--- config.mk ---
export PLATFORM = sky130hd
export DESIGN_NAME = pmd_ctrl
export DESIGN_NICKNAME = d
export VERILOG_FILES = /design/src/rtl/core/pmd_pkg.sv /design/src/rtl/core/pmd_ctrl.sv
export SDC_FILE = /design/constraint.sdc
export NUM_CORES = 1
export LEC_CHECK = 0
export BUFFER_PORTS_ARGS = -buffer_cell sky130_fd_sc_hd__buf_2
export CORE_AREA = 2 2 39 41
export CTS_BUF_LIST = sky130_fd_sc_hd__clkbuf_16
export DETAILED_ROUTE_END_ITERATION = 16
export DIE_AREA = 0 0 41 43
export PLACE_DENSITY = 0.37
export SYNTH_ARGS = -nofsm -noshare
export SYNTH_HDL_FRONTEND = slang
export SYNTH_SLANG_ARGS = --single-unit
--- constraint.sdc ---
create_clock -name clk_i -period 1.1 [get_ports clk_i]
set_clock_uncertainty 0.05 [all_clocks]
set_input_delay 0.11 -clock clk_i [delete_from_list [all_inputs] [get_ports clk_i]]
set_output_delay 0.11 -clock clk_i [all_outputs]
set_load 0.02 [all_outputs]
--- src/rtl/core/pmd_pkg.sv ---
// ----------------------------------------------------------------------------
// Priority message dispatcher package
// Shared payload types, status codes and controller/datapath command structs.
// ----------------------------------------------------------------------------
package pmd_pkg;

  // Request kinds carried in req_type.
  localparam logic REQ_POST     = 1'b0;
  localparam logic REQ_DISPATCH = 1'b1;

  // Result status codes.
  localparam logic [1:0] STATUS_POSTED     = 2'd0;
  localparam logic [1:0] STATUS_DISPATCHED = 2'd1;
  localparam logic [1:0] STATUS_IDLE       = 2'd2;
  localparam logic [1:0] STATUS_BAD_TASK   = 2'd3;

  // Configuration register indexes.
  localparam logic CFG_TASK_COUNT = 1'b0;
  localparam logic CFG_PRIO_TABLE = 1'b1;

  // Field widths fixed by the transaction format.
  localparam int TASK_W   = 4;
  localparam int HANDLE_W = 8;
  localparam int SIG_W    = 8;
  localparam int PRIO_W   = 3;
  localparam int CNT_W    = 5;
  localparam int CFG_W    = 48;
  localparam int TBL_ROWS = 16;

  // Task id bound: ids at or above it are refused, on top of the configured count.
  localparam int MAX_TASKS = 16;

  typedef logic [TBL_ROWS-1:0][PRIO_W-1:0] pmd_prio_tbl_t;

  typedef struct packed {
    logic                req_type;
    logic [TASK_W-1:0]   dest_task;
    logic [HANDLE_W-1:0] msg_handle;
    logic [SIG_W-1:0]    signal;
  } pmd_req_t;

  typedef struct packed {
    logic [1:0]          status;
    logic [TASK_W-1:0]   task_id;
    logic [PRIO_W-1:0]   priority_res;
    logic [HANDLE_W-1:0] out_handle;
    logic [SIG_W-1:0]    out_signal;
    logic [TASK_W-1:0]   source_task;
  } pmd_res_t;

  // Per-message record held in the message memory.
  typedef struct packed {
    logic [TASK_W-1:0] dest;
    logic [TASK_W-1:0] source;
    logic [SIG_W-1:0]  sig;
  } pmd_msg_t;

  // Commands from the controller to the datapath.
  typedef struct packed {
    logic load_post;  // post accepted: update queues, load result
    logic load_none;  // dispatch accepted with nothing ready
    logic read_link;  // dispatch accepted: read head's link and record
    logic pop_head;   // link data back: advance head, load result
  } pmd_cmd_t;

  // Status from the datapath to the controller.
  typedef struct packed {
    logic any_ready;
  } pmd_stat_t;

endpackage

--- src/rtl/core/pmd_ctrl.sv ---
// ----------------------------------------------------------------------------
// Priority message dispatcher controller
// Handshake control and sequencing of post and dispatch transactions.
// ----------------------------------------------------------------------------
module pmd_ctrl import pmd_pkg::*; (
  input  logic      clk_i,
  input  logic      rst_ni,
  input  logic      in_valid_i,
  input  logic      in_req_type_i,
  output logic      in_ready_o,
  output logic      out_valid_o,
  input  logic      out_ready_i,
  input  pmd_stat_t stat_i,
  output pmd_cmd_t  cmd_o
);

  localparam logic ST_IDLE = 1'b0;
  localparam logic ST_READ = 1'b1;

  logic state_q, state_d;
  logic out_valid_q, out_valid_d;
  logic accept;
  logic is_dispatch;

  // A new transaction is taken when idle and the result slot is free or emptying.
  always_comb begin
    in_ready_o  = (state_q == ST_IDLE) && (!out_valid_q || out_ready_i);
    accept      = in_valid_i && in_ready_o;
    is_dispatch = (in_req_type_i == REQ_DISPATCH);

    cmd_o.load_post = accept && !is_dispatch;
    cmd_o.load_none = accept && is_dispatch && !stat_i.any_ready;
    cmd_o.read_link = accept && is_dispatch && stat_i.any_ready;
    cmd_o.pop_head  = (state_q == ST_READ);
  end

  // Next state: a dispatch with work waits in the read state for the link memory.
  always_comb begin
    state_d = state_q;
    case (state_q)
      ST_IDLE: begin
        if (cmd_o.read_link) begin
          state_d = ST_READ;
        end
      end
      ST_READ: begin
        state_d = ST_IDLE;
      end
      default: begin
        state_d = ST_IDLE;
      end
    endcase
  end

  // Result slot occupancy.
  always_comb begin
    out_valid_d = out_valid_q;
    if (cmd_o.load_post || cmd_o.load_none || cmd_o.pop_head) begin
      out_valid_d = 1'b1;
    end else if (out_ready_i) begin
      out_valid_d = 1'b0;
    end
  end

  always_ff @(posedge clk_i or negedge rst_ni) begin
    if (!rst_ni) begin
      state_q     <= ST_IDLE;
      out_valid_q <= 1'b0;
    end else begin
      state_q     <= state_d;
      out_valid_q <= out_valid_d;
    end
  end

  assign out_valid_o = out_valid_q;

`ifndef NO_ASSERTIONS
  // The read cycle only ever follows a dispatch that found a ready queue.
  assert property (@(posedge clk_i) disable iff (!rst_ni)
    (state_q == ST_READ) |-> $past(cmd_o.read_link))
    else $error("read cycle without a started dispatch");

  // The result slot is empty while a dispatch is still in flight.
  assert property (@(posedge clk_i) disable iff (!rst_ni)
    (state_q == ST_READ) |-> !out_valid_q)
    else $error("result slot occupied during dispatch read");
`endif

endmodule

[After elaboration in Yosys (flattened, before gate mapping)]
Cells that the tools add are included.
Storage, ports and cells
  flip-flop bits (word level): 2
  bits of input ports: 6
  output and inout bits: 6
  logic and storage cells: 20
Cells by class
  mux-type cells: 4
  bitwise logic cells: 1
  reduce and logical (&&, ||, !) cells: 13
Operator list (number)
  logical AND 1 bit: 6
  logical NOT 1 bit: 3
  logical OR 1 bit: 3
  2-to-1 mux 1 bit: 3
  one-hot mux 1 bit (2 select lines): 1
  nonzero test 2 bit: 1
  inverter 1 bit: 1

[Logic depth before layout (Yosys ltp)]
Gate-level depths: netlist of the first run.
  word-level depth: 9
  depth in mapped cells: 2
  gate-level depth less buffers: 2

[Least setup slack after synthesis of the first run]
No wires, ideal clock.
  path type: register -> output
  start point: register out_valid_q (netlist: out_valid_o)
  end point: output port cmd_o[2] in the netlist's numbering
  arrival: 1374 ps
  setup slack: -434 ps
  stages on the path, launching flop included: 3
  buffers on the path: 0
  cell sequence: dfrtp_1 -> nor2b_4 -> nor4b_1
RTL lines
  start: declaration: line pmd_ctrl.sv:21  | logic out_valid_q, out_valid_d;
  start signal: assignment: line pmd_ctrl.sv:71  | out_valid_q <= out_valid_d;
  end: declaration: line pmd_ctrl.sv:14  | output pmd_cmd_t cmd_o

==> results of run 1 <==
==> kinds of logic after synthesis <==
kind of cell | Yosys count
compound gates | 1
flops | 2
buf+inv | 1
simple gates | 8
==> routing by layer <==
layer  global-route usage  part of all wire  vias up
li1                     -                 -       80
met1               0.0635              0.43       76
met2               0.0750              0.39       14
met3               0.0157             0.091        4
met4                0.140             0.086        0
met5                    0                 0        -
==> synthesized netlist by cell type <==
cell type / number / area, um^2
nor3_1: 3 / 15.0
dfrtp_1: 2 / 50.1
a211o_2: 1 / 10.0
buf_4: 1 / 7.51
nand2_1: 1 / 3.75
nand2b_4: 1 / 13.8
nor2_1: 1 / 3.75
nor2b_4: 1 / 13.8
nor4b_1: 1 / 8.76
==> cell type report <==
type                       instances  area [um^2]  area share
timing repair buffer              16          105       0.303
clock buffer                       3         75.1       0.217
tap                               16         20.0      0.0578
sequential                         2         50.0       0.144
multi-input combinational          9         96.3       0.278
==> where the power goes <==
group | switching (mW) | internal, mW | leakage [nW] | total [mW]
Combinational | 0.0539 | 0.0546 | 0.109 | 0.109
Sequential | 0.00275 | 0.0794 | 0.0248 | 0.0821
Clock | 0.0826 | 0.462 | 0.0370 | 0.545
Total | 0.139 | 0.596 | 0.171 | 0.736
==> per-stage QoR <==
step,utilization,hold slack [ns],instances
final,0.250,0.106,46
after global routing,0.250,0.116,46
after CTS,0.236,0.106,44
after detailed placement,0.164,-0.149,39
after global placement,0.164,-0.157,39
after floorplan,-,-0.236,12
==> path summary, 6_finish.rpt <==
path	end	slack (ns)	cells after the start
setup / recovery	cmd_o[2]	-0.21	3
hold / removal	out_valid_o	0.11	2
setup reg to reg	out_valid_o	0.03	3
hold reg to reg	out_valid_o	0.56	2
max in group asynchronous	out_valid_o	0.74	2
min in group asynchronous	state_q	0.16	2
==> flip-flops by register name, summed over array words and instances, names as in the netlist <==
signal and cells:
out_valid_o 1, state_q 1
==> critical path: cells and delay by family (launching register included) <==
| family | cells | cell delay [ns] |
|---|---|---|
| buf+inv | 1 | 0.17 |
| flops | 1 | 0.38 |
| simple gates | 2 | 0.38 |
==> repair_timing <==
item	in CTS	in global routing
hold endpoints to repair	2	0
resized for setup	3	2
setup endpoints to repair	4	5
hold buffers	1	0
buffers inserted	1	2
pin swaps	1	3
==> placed cells by master (no fill, tap or decap) <==
cell / count
buf_4: 8
buf_2: 7
clkbuf_16: 3
nor3_2: 2
dfrtp_1: 2
nor2b_4: 1
nand2b_4: 1
nand2_1: 1
nor4b_4: 1
nor2_2: 1
nor3_1: 1
a211o_2: 1
dlygate4sd3_1: 1
==> summary.md, run 1 <==
| Metric | Value |
|---|---|
| P_leak | 0.171 nW |
| Initial antenna violation count | 0 |
| IO Count | 12 |
| CP Launch Type | register |
| TritonCTS buffer count | 3 |
| # setup viols final | 4 |
| Pre-CTS setup slack | -0.00887 ns |
| Combinational family with the most area after synthesis | simple AND/OR/NAND/NOR gates |
| Tmin final | 1.31 ns |
| Max FO, Critical Path | 4 |
| Setup CP Type | register to output port |
| Max-cap violations | 0 |
| Drc violations | 0 |
| Sequential fraction of the synthesis area | 0.396 |
| Cells after synthesis | 12 |
| Total track usage | 0.0680 |
| FMAX | 764 MHz |
| Min-delay src | in_valid_i |
| Vias | 174 |
| CP cell instances | nand2b_4, nor4b_4, buf_4 |
| Core ar. | 1380 um^2 |
| Ant. Diodes | 0 |
| Synth Area in XOR/XNOR | 0 |
| Post-route ant nets | 0 |
| Synth Area in Adders | 0 |
| First-pass GRT wire length | 662 um |
| DP Wirelength | 349 um |
| Final WL | 463 um |
| Setup TNS | -0.670 ns |
| Total of warnings raised by yosys | 0 |
| Die Area | 1760 um^2 |
| CP Launch Point | state_q |
| Relative slew slack | 0.880 |
| Iteration-0 DRC count of the detailed router | 0 |
| CTS tree | built |
| GP Congestion | 0.586 |
| Arrival @ worst endpoint | 1.15 ns |
| Synth Area in Compound Gates | 0.0792 |
| Max clock buf depth | 2 |
| NumNets Final | 38 |
| Tcrit/Tclk final | 1.19 |
| Failing checks | setup timing |
| Post-synthesis simple-gate area fraction | 0.465 |
| DIE HEIGHT | 43 um |
| Detailed Routing Iterations Pass 1 | 1 |
| Post-route cell area | 347 um^2 |
| Fin worst setup slack | -0.209 ns |
| Vias/cell | 3.78 |
| Syn nets | 18 |
| DP Area | 226 um^2 |
| Clk slew on worst S/H paths | 0.03 ns |
| DIE WIDTH | 41 um |
| Avg Cell Area, Syn | 10.5 um^2 |
| Max IR drop VDD | 0.468 mV |
| Area Overhead vs Synth | 174% |
| Root buffer cell | clkbuf_16 |
| Pwr dens | 2120 nW/um^2 |
| Initial core utilization | 0.0913 |
| Port-buffer cells | 11 |
| Min-delay worst type | input port to register |
| Actual slew at the worst max-slew pin | 0.179 ns |
| Final Max Tran Viols | 0 |
| Yosys reg bits | 2 |
| Unique masters post-synth | 9 |
| DR WL/cell | 10.1 um |
| Cell area after synthesis | 126 um^2 |
| Reg2reg start | out_valid_o |
| Fill count | 150 |
| Largest net degree at the start of global routing | 6 |
| H-tree Lvls | 1 |
| Row count | 14 |
| Power, Total | 0.736 mW |
| Setup crit end kind | output port |
| RSZ-0062 raised after global routing | true |
| Status | finished, violations left |
| Fin. Hold Viols | 0 |
| Vias in the first global route | 179 |
| Share of cells above drive strength 1 | 0.833 |
| Worst path slowest cell | dfrtp_1 |
| Critical Path Max Stage Delay | 0.38 ns |
| CTS Sinks | 2 |
| Clk_lat worst skew | 0.22 ns |
| Grt ovf | 0 |
| CP required | 0.94 ns |
| Mux share of post-synthesis cell area | 0 |
(Power assumes the default switching activity.)
==> run 2: changes to the inputs <==
- CELL_PAD_IN_SITES_DETAIL_PLACEMENT: not set -> 1
- CELL_PAD_IN_SITES_GLOBAL_PLACEMENT: not set -> 2
- PLACE_DENSITY: 0.37 -> 0.54
==> summary.md, run 2 (synthesis results as in run 1) <==
| Metric | Value |
|---|---|
| CP Launch Type | register |
| Tmin final | 1.30 ns |
| Min-delay src | in_valid_i |
| Row count | 14 |
| FMAX | 767 MHz |
| Placed cells | 39 |
| Arrival @ worst endpoint | 1.14 ns |
| Detailed Routing Iterations Pass 1 | 2 |
| P_leak | 0.185 nW |
| TritonCTS buffer count | 3 |
| Pwr dens | 1980 nW/um^2 |
| DIE HEIGHT | 43 um |
| Max IR drop VDD | 0.504 mV |
| NumNets Final | 40 |
| Vias | 170 |
| Fin worst setup slack | -0.203 ns |
| Share of cells above drive strength 1 | 0.844 |
| Finished Layout Cells | 48 |
| Vias/cell | 3.54 |
| CTS Sinks | 2 |
| Worst Reg-to-Reg Cells | 4 |
| Final WL | 508 um |
| Die Area | 1760 um^2 |
| GP Congestion | 0.559 |
| CP required | 0.94 ns |
| Reg2reg setup slack | -0.11 ns |
| Core ar. | 1380 um^2 |
| Failing checks | setup timing |
| H-tree Lvls | 1 |
| Reg2reg start | out_valid_o |
| DIE WIDTH | 41 um |
| DP Wirelength | 333 um |
| Drc violations | 0 |
| IO Count | 12 |
| Total track usage | 0.0692 |
| RSZ-0062 raised after global routing | true |
| Ant. Diodes | 0 |
| Core occupancy in the finished layout | 0.276 |
| Most common cell after layout, fill and taps aside | buf_4 |
| Initial antenna violation count | 0 |
| DR WL/cell | 10.6 um |
| Clk_lat worst skew | 0.22 ns |
| Clk slew on worst S/H paths | 0.03 ns |
| Post-route ant nets | 0 |
| Max FO, Critical Path | 4 |
| Setup crit end kind | output port |
| Vias in the first global route | 174 |
| First-pass GRT wire length | 696 um |
| Power, Total | 0.756 mW |
| # setup viols final | 5 |
| Status | finished, violations left |
| Fin. Hold Viols | 0 |
| CTS tree | built |
| Setup CP Type | register to output port |
| Worst Hold End | out_valid_o |
| Min-delay worst type | input port to register |
| Largest net degree at the start of global routing | 6 |
| Cells on Worst Hold Path | 2 |
| Actual slew at the worst max-slew pin | 0.174 ns |
| Root buffer cell | clkbuf_16 |
| Initial core utilization | 0.0913 |
| RR Endpoint | out_valid_o |
| Pre-CTS setup slack | -0.000542 ns |
| Grt ovf | 0 |
| Tcrit/Tclk final | 1.18 |
| Iteration-0 DRC count of the detailed router | 1 |
| Port-buffer cells | 11 |
| Max clock buf depth | 2 |
| Area Overhead vs Synth | 202% |
| Relative slew slack | 0.883 |
| Final Max Tran Viols | 0 |
| Max-cap violations | 0 |
| Most frequent cells in the layout | 8 x buf_4, 7 x buf_2, 3 x clkbuf_16 |
==> run 2: per-layer routing <==
metal,up-vias,routed length (um),global-route usage
li1,83,-,-
met2,12,231,0.0656
met5,-,0,0
met4,0,0,0.100
met3,0,63,0.0471
met1,75,213,0.0769
==> run 2: through the flow <==
step / setup TNS (ns) / hold slack [ns] / cell area (um^2)
after floorplan: -0.0749 / -0.236 / 151
after global placement: 0 / -0.155 / 226
after detailed placement: -0.000542 / -0.153 / 226
after CTS: -0.625 / 0.126 / 347
after global routing: -1.03 / 0.131 / 382
final: -0.781 / 0.123 / 382
==> run 2: what timing repair did <==
item,CTS,global route
endpoints found under the hold margin,2,0
hold buffers,1,0
pin swaps,2,3
endpoints found under the setup margin,4,5
gates resized for setup,5,4
setup buffers,3,2
==> run 2: layout make-up <==
| type | count | area, um^2 |
|---|---|---|
| Fill cell | 163 | 1000 |
| Clock buffer | 3 | 75.1 |
| Multi-Input combinational cell | 9 | 109 |
| Sequential cell | 2 | 50.0 |
| Tap cell | 16 | 20.0 |
| Timing Repair Buffer | 18 | 128 |
==> run 2: where the power goes <==
group / internal [mW] / switching [mW]
clock network: 0.462 / 0.0795
logic: 0.0715 / 0.0610
registers: 0.0794 / 0.00263
total: 0.613 / 0.143
==> run 2: worst max-delay path: stages, from the launching register on <==
cell      delay (ns)
dfrtp_1         0.37
nand2b_4        0.17
nor4b_4         0.20
buf_4           0.17
==> run 2: how the worst max path moves through the flow <==
stage                      startpoint        to
after floorplan           out_valid_o  cmd_o[2]
after global placement    out_valid_o  cmd_o[2]
after detailed placement  out_valid_o  cmd_o[2]
after CTS                 out_valid_o  cmd_o[2]
after global routing          state_q  cmd_o[2]
final                         state_q  cmd_o[2]
==> run 3: changes to the inputs <==
- SETUP_SLACK_MARGIN: not set -> 0.02
- clock period: 1.1 -> 1.3 ns (I/O delays scaled with it)
==> summary.md, run 3 (synthesis results as in run 1) <==
| Metric | Value |
|---|---|
| Initial core utilization | 0.0913 |
| # setup viols final | 1 |
| Share of cells above drive strength 1 | 0.741 |
| Area of the multi-input gates | 88.8 um^2 |
| IO Count | 12 |
| Most common cell after layout, fill and taps aside | buf_2 |
| Setup CP Type | register to output port |
| Max clock buf depth | 2 |
| Clk slew on worst S/H paths | 0.03 ns |
| CTS Sinks | 2 |
| Power, Total | 0.604 mW |
| Die Area | 1760 um^2 |
| Tcrit/Tclk final | 1.05 |
| Max-cap violations | 0 |
| Initial antenna violation count | 0 |
| Most frequent cells in the layout | 9 x buf_2, 3 x clkbuf_16, 3 x buf_4, 2 x nor3_1, 2 x dfrtp_1 |
| DR WL/cell | 11.8 um |
| Min-delay worst type | input port to register |
| FF+latch area | 50.0 um^2 |
| Area Overhead vs Synth | 147% |
| Final Max Tran Viols | 0 |
| TritonCTS buffer count | 3 |
| Setup crit end kind | output port |
| Vias | 151 |
| Port-buffer cells | 11 |
| H-tree Lvls | 1 |
| Tmin final | 1.37 ns |
| FMAX | 733 MHz |
| Fin. Hold Viols | 0 |
| NumNets Final | 35 |
| DP Wirelength | 362 um |
| Post-route ant nets | 0 |
| CP cell instances | nor2b_4, nor4b_4, buf_4 |
| Max IR drop VDD | 0.483 mV |
| Clk_lat worst skew | 0.22 ns |
| Actual slew at the worst max-slew pin | 0.203 ns |
| CP Launch Type | register |
| Row count | 14 |
| Relative slew slack | 0.864 |
| CP required | 1.12 ns |
| Final WL | 508 um |
| Fin worst setup slack | -0.0650 ns |
| DIE WIDTH | 41 um |
| Vias in the first global route | 182 |
| Critical Path Max Stage Delay | 0.37 ns |
| Grt ovf | 0 |
| Drc violations | 0 |
| Iteration-0 DRC count of the detailed router | 2 |
| Worst path slowest cell | dfrtp_1 |
| RSZ-0062 raised after global routing | true |
| Core ar. | 1380 um^2 |
| Core occupancy in the finished layout | 0.225 |
| Max FO, Critical Path | 6 |
| Arrival @ worst endpoint | 1.19 ns |
| Root buffer cell | clkbuf_16 |
| First-pass GRT wire length | 793 um |
| CTS tree | built |
| P_leak | 0.153 nW |
| GP Congestion | 0.494 |
| Status | finished, violations left |
| DIE HEIGHT | 43 um |
| Failing checks | setup timing |
| Setup TNS | -0.0650 ns |
| Vias/cell | 3.51 |
| Largest net degree at the start of global routing | 7 |
| Fill count | 159 |
| Pwr dens | 1940 nW/um^2 |
| Total track usage | 0.0753 |
| Detailed Routing Iterations Pass 1 | 2 |
| Ant. Diodes | 0 |
## run 3: final cells by class
| class | instances | share of cell area |
|---|---|---|
| Tap cell | 16 | 0.0643 |
| Clock buffer | 3 | 0.241 |
| Timing Repair Buffer | 13 | 0.249 |
| Multi-Input combinational cell | 9 | 0.285 |
| Sequential cell | 2 | 0.161 |
## run 3: final timing paths
path	startpoint	slack (ns)	end	cells past startpoint
hold reg to reg	state_q	0.52	out_valid_o	2
max in group asynchronous	rst_ni	0.92	state_q	2
hold / removal	in_valid_i	0.13	out_valid_o	2
setup / recovery	out_valid_o	-0.07	cmd_o[2]	3
min in group asynchronous	rst_ni	0.18	out_valid_o	2
setup reg to reg	out_valid_o	0.31	out_valid_o	2
## run 3: critical path: cells and delay by family (launching register included)
family / cells / cell delay (ns)
AND/OR/NAND/NOR: 2 / 0.42
flip-flops: 1 / 0.37
buffers and inverters: 1 / 0.18
## run 3: power breakdown
part	total [mW]	internal [mW]	switching (mW)	leakage [nW]
logic	0.0759	0.0336	0.0424	0.0908
clock network	0.458	0.391	0.0672	0.0370
registers	0.0697	0.0672	0.00250	0.0248
## run 3: routing by layer
metal | vias to the layer above | GRT usage | routed length (um)
met5 | - | 0 | 0
met4 | 0 | 0.0600 | 0
met3 | 0 | 0.0471 | 66
met2 | 14 | 0.0875 | 196
met1 | 65 | 0.0932 | 245
li1 | 72 | - | -
## run 3: per-stage QoR
| stage | std cells | instance area, um^2 | worst slack (ns) | hold slack (ns) |
|---|---|---|---|---|
| 2_1_floorplan | 12 | 138 | 0.0168 | -0.216 |
| 3_5_place_dp | 38 | 205 | 0.118 | -0.129 |
| 3_3_place_gp | 38 | 205 | 0.129 | -0.134 |
| 5_1_grt | 43 | 312 | -0.124 | 0.141 |
| 6_report | 43 | 312 | -0.0650 | 0.130 |
| 4_1_cts | 43 | 312 | -0.0728 | 0.129 |
## run 3: timing repair
| action | in CTS | in global routing |
|---|---|---|
| setup buffers | 1 | 0 |
| gates resized for setup | 3 | 0 |
| pin swaps | 0 | 1 |
| endpoints found under the setup margin | 3 | 3 |
| hold buffers | 1 | 0 |
| hold endpoints to repair | 2 | 0 |
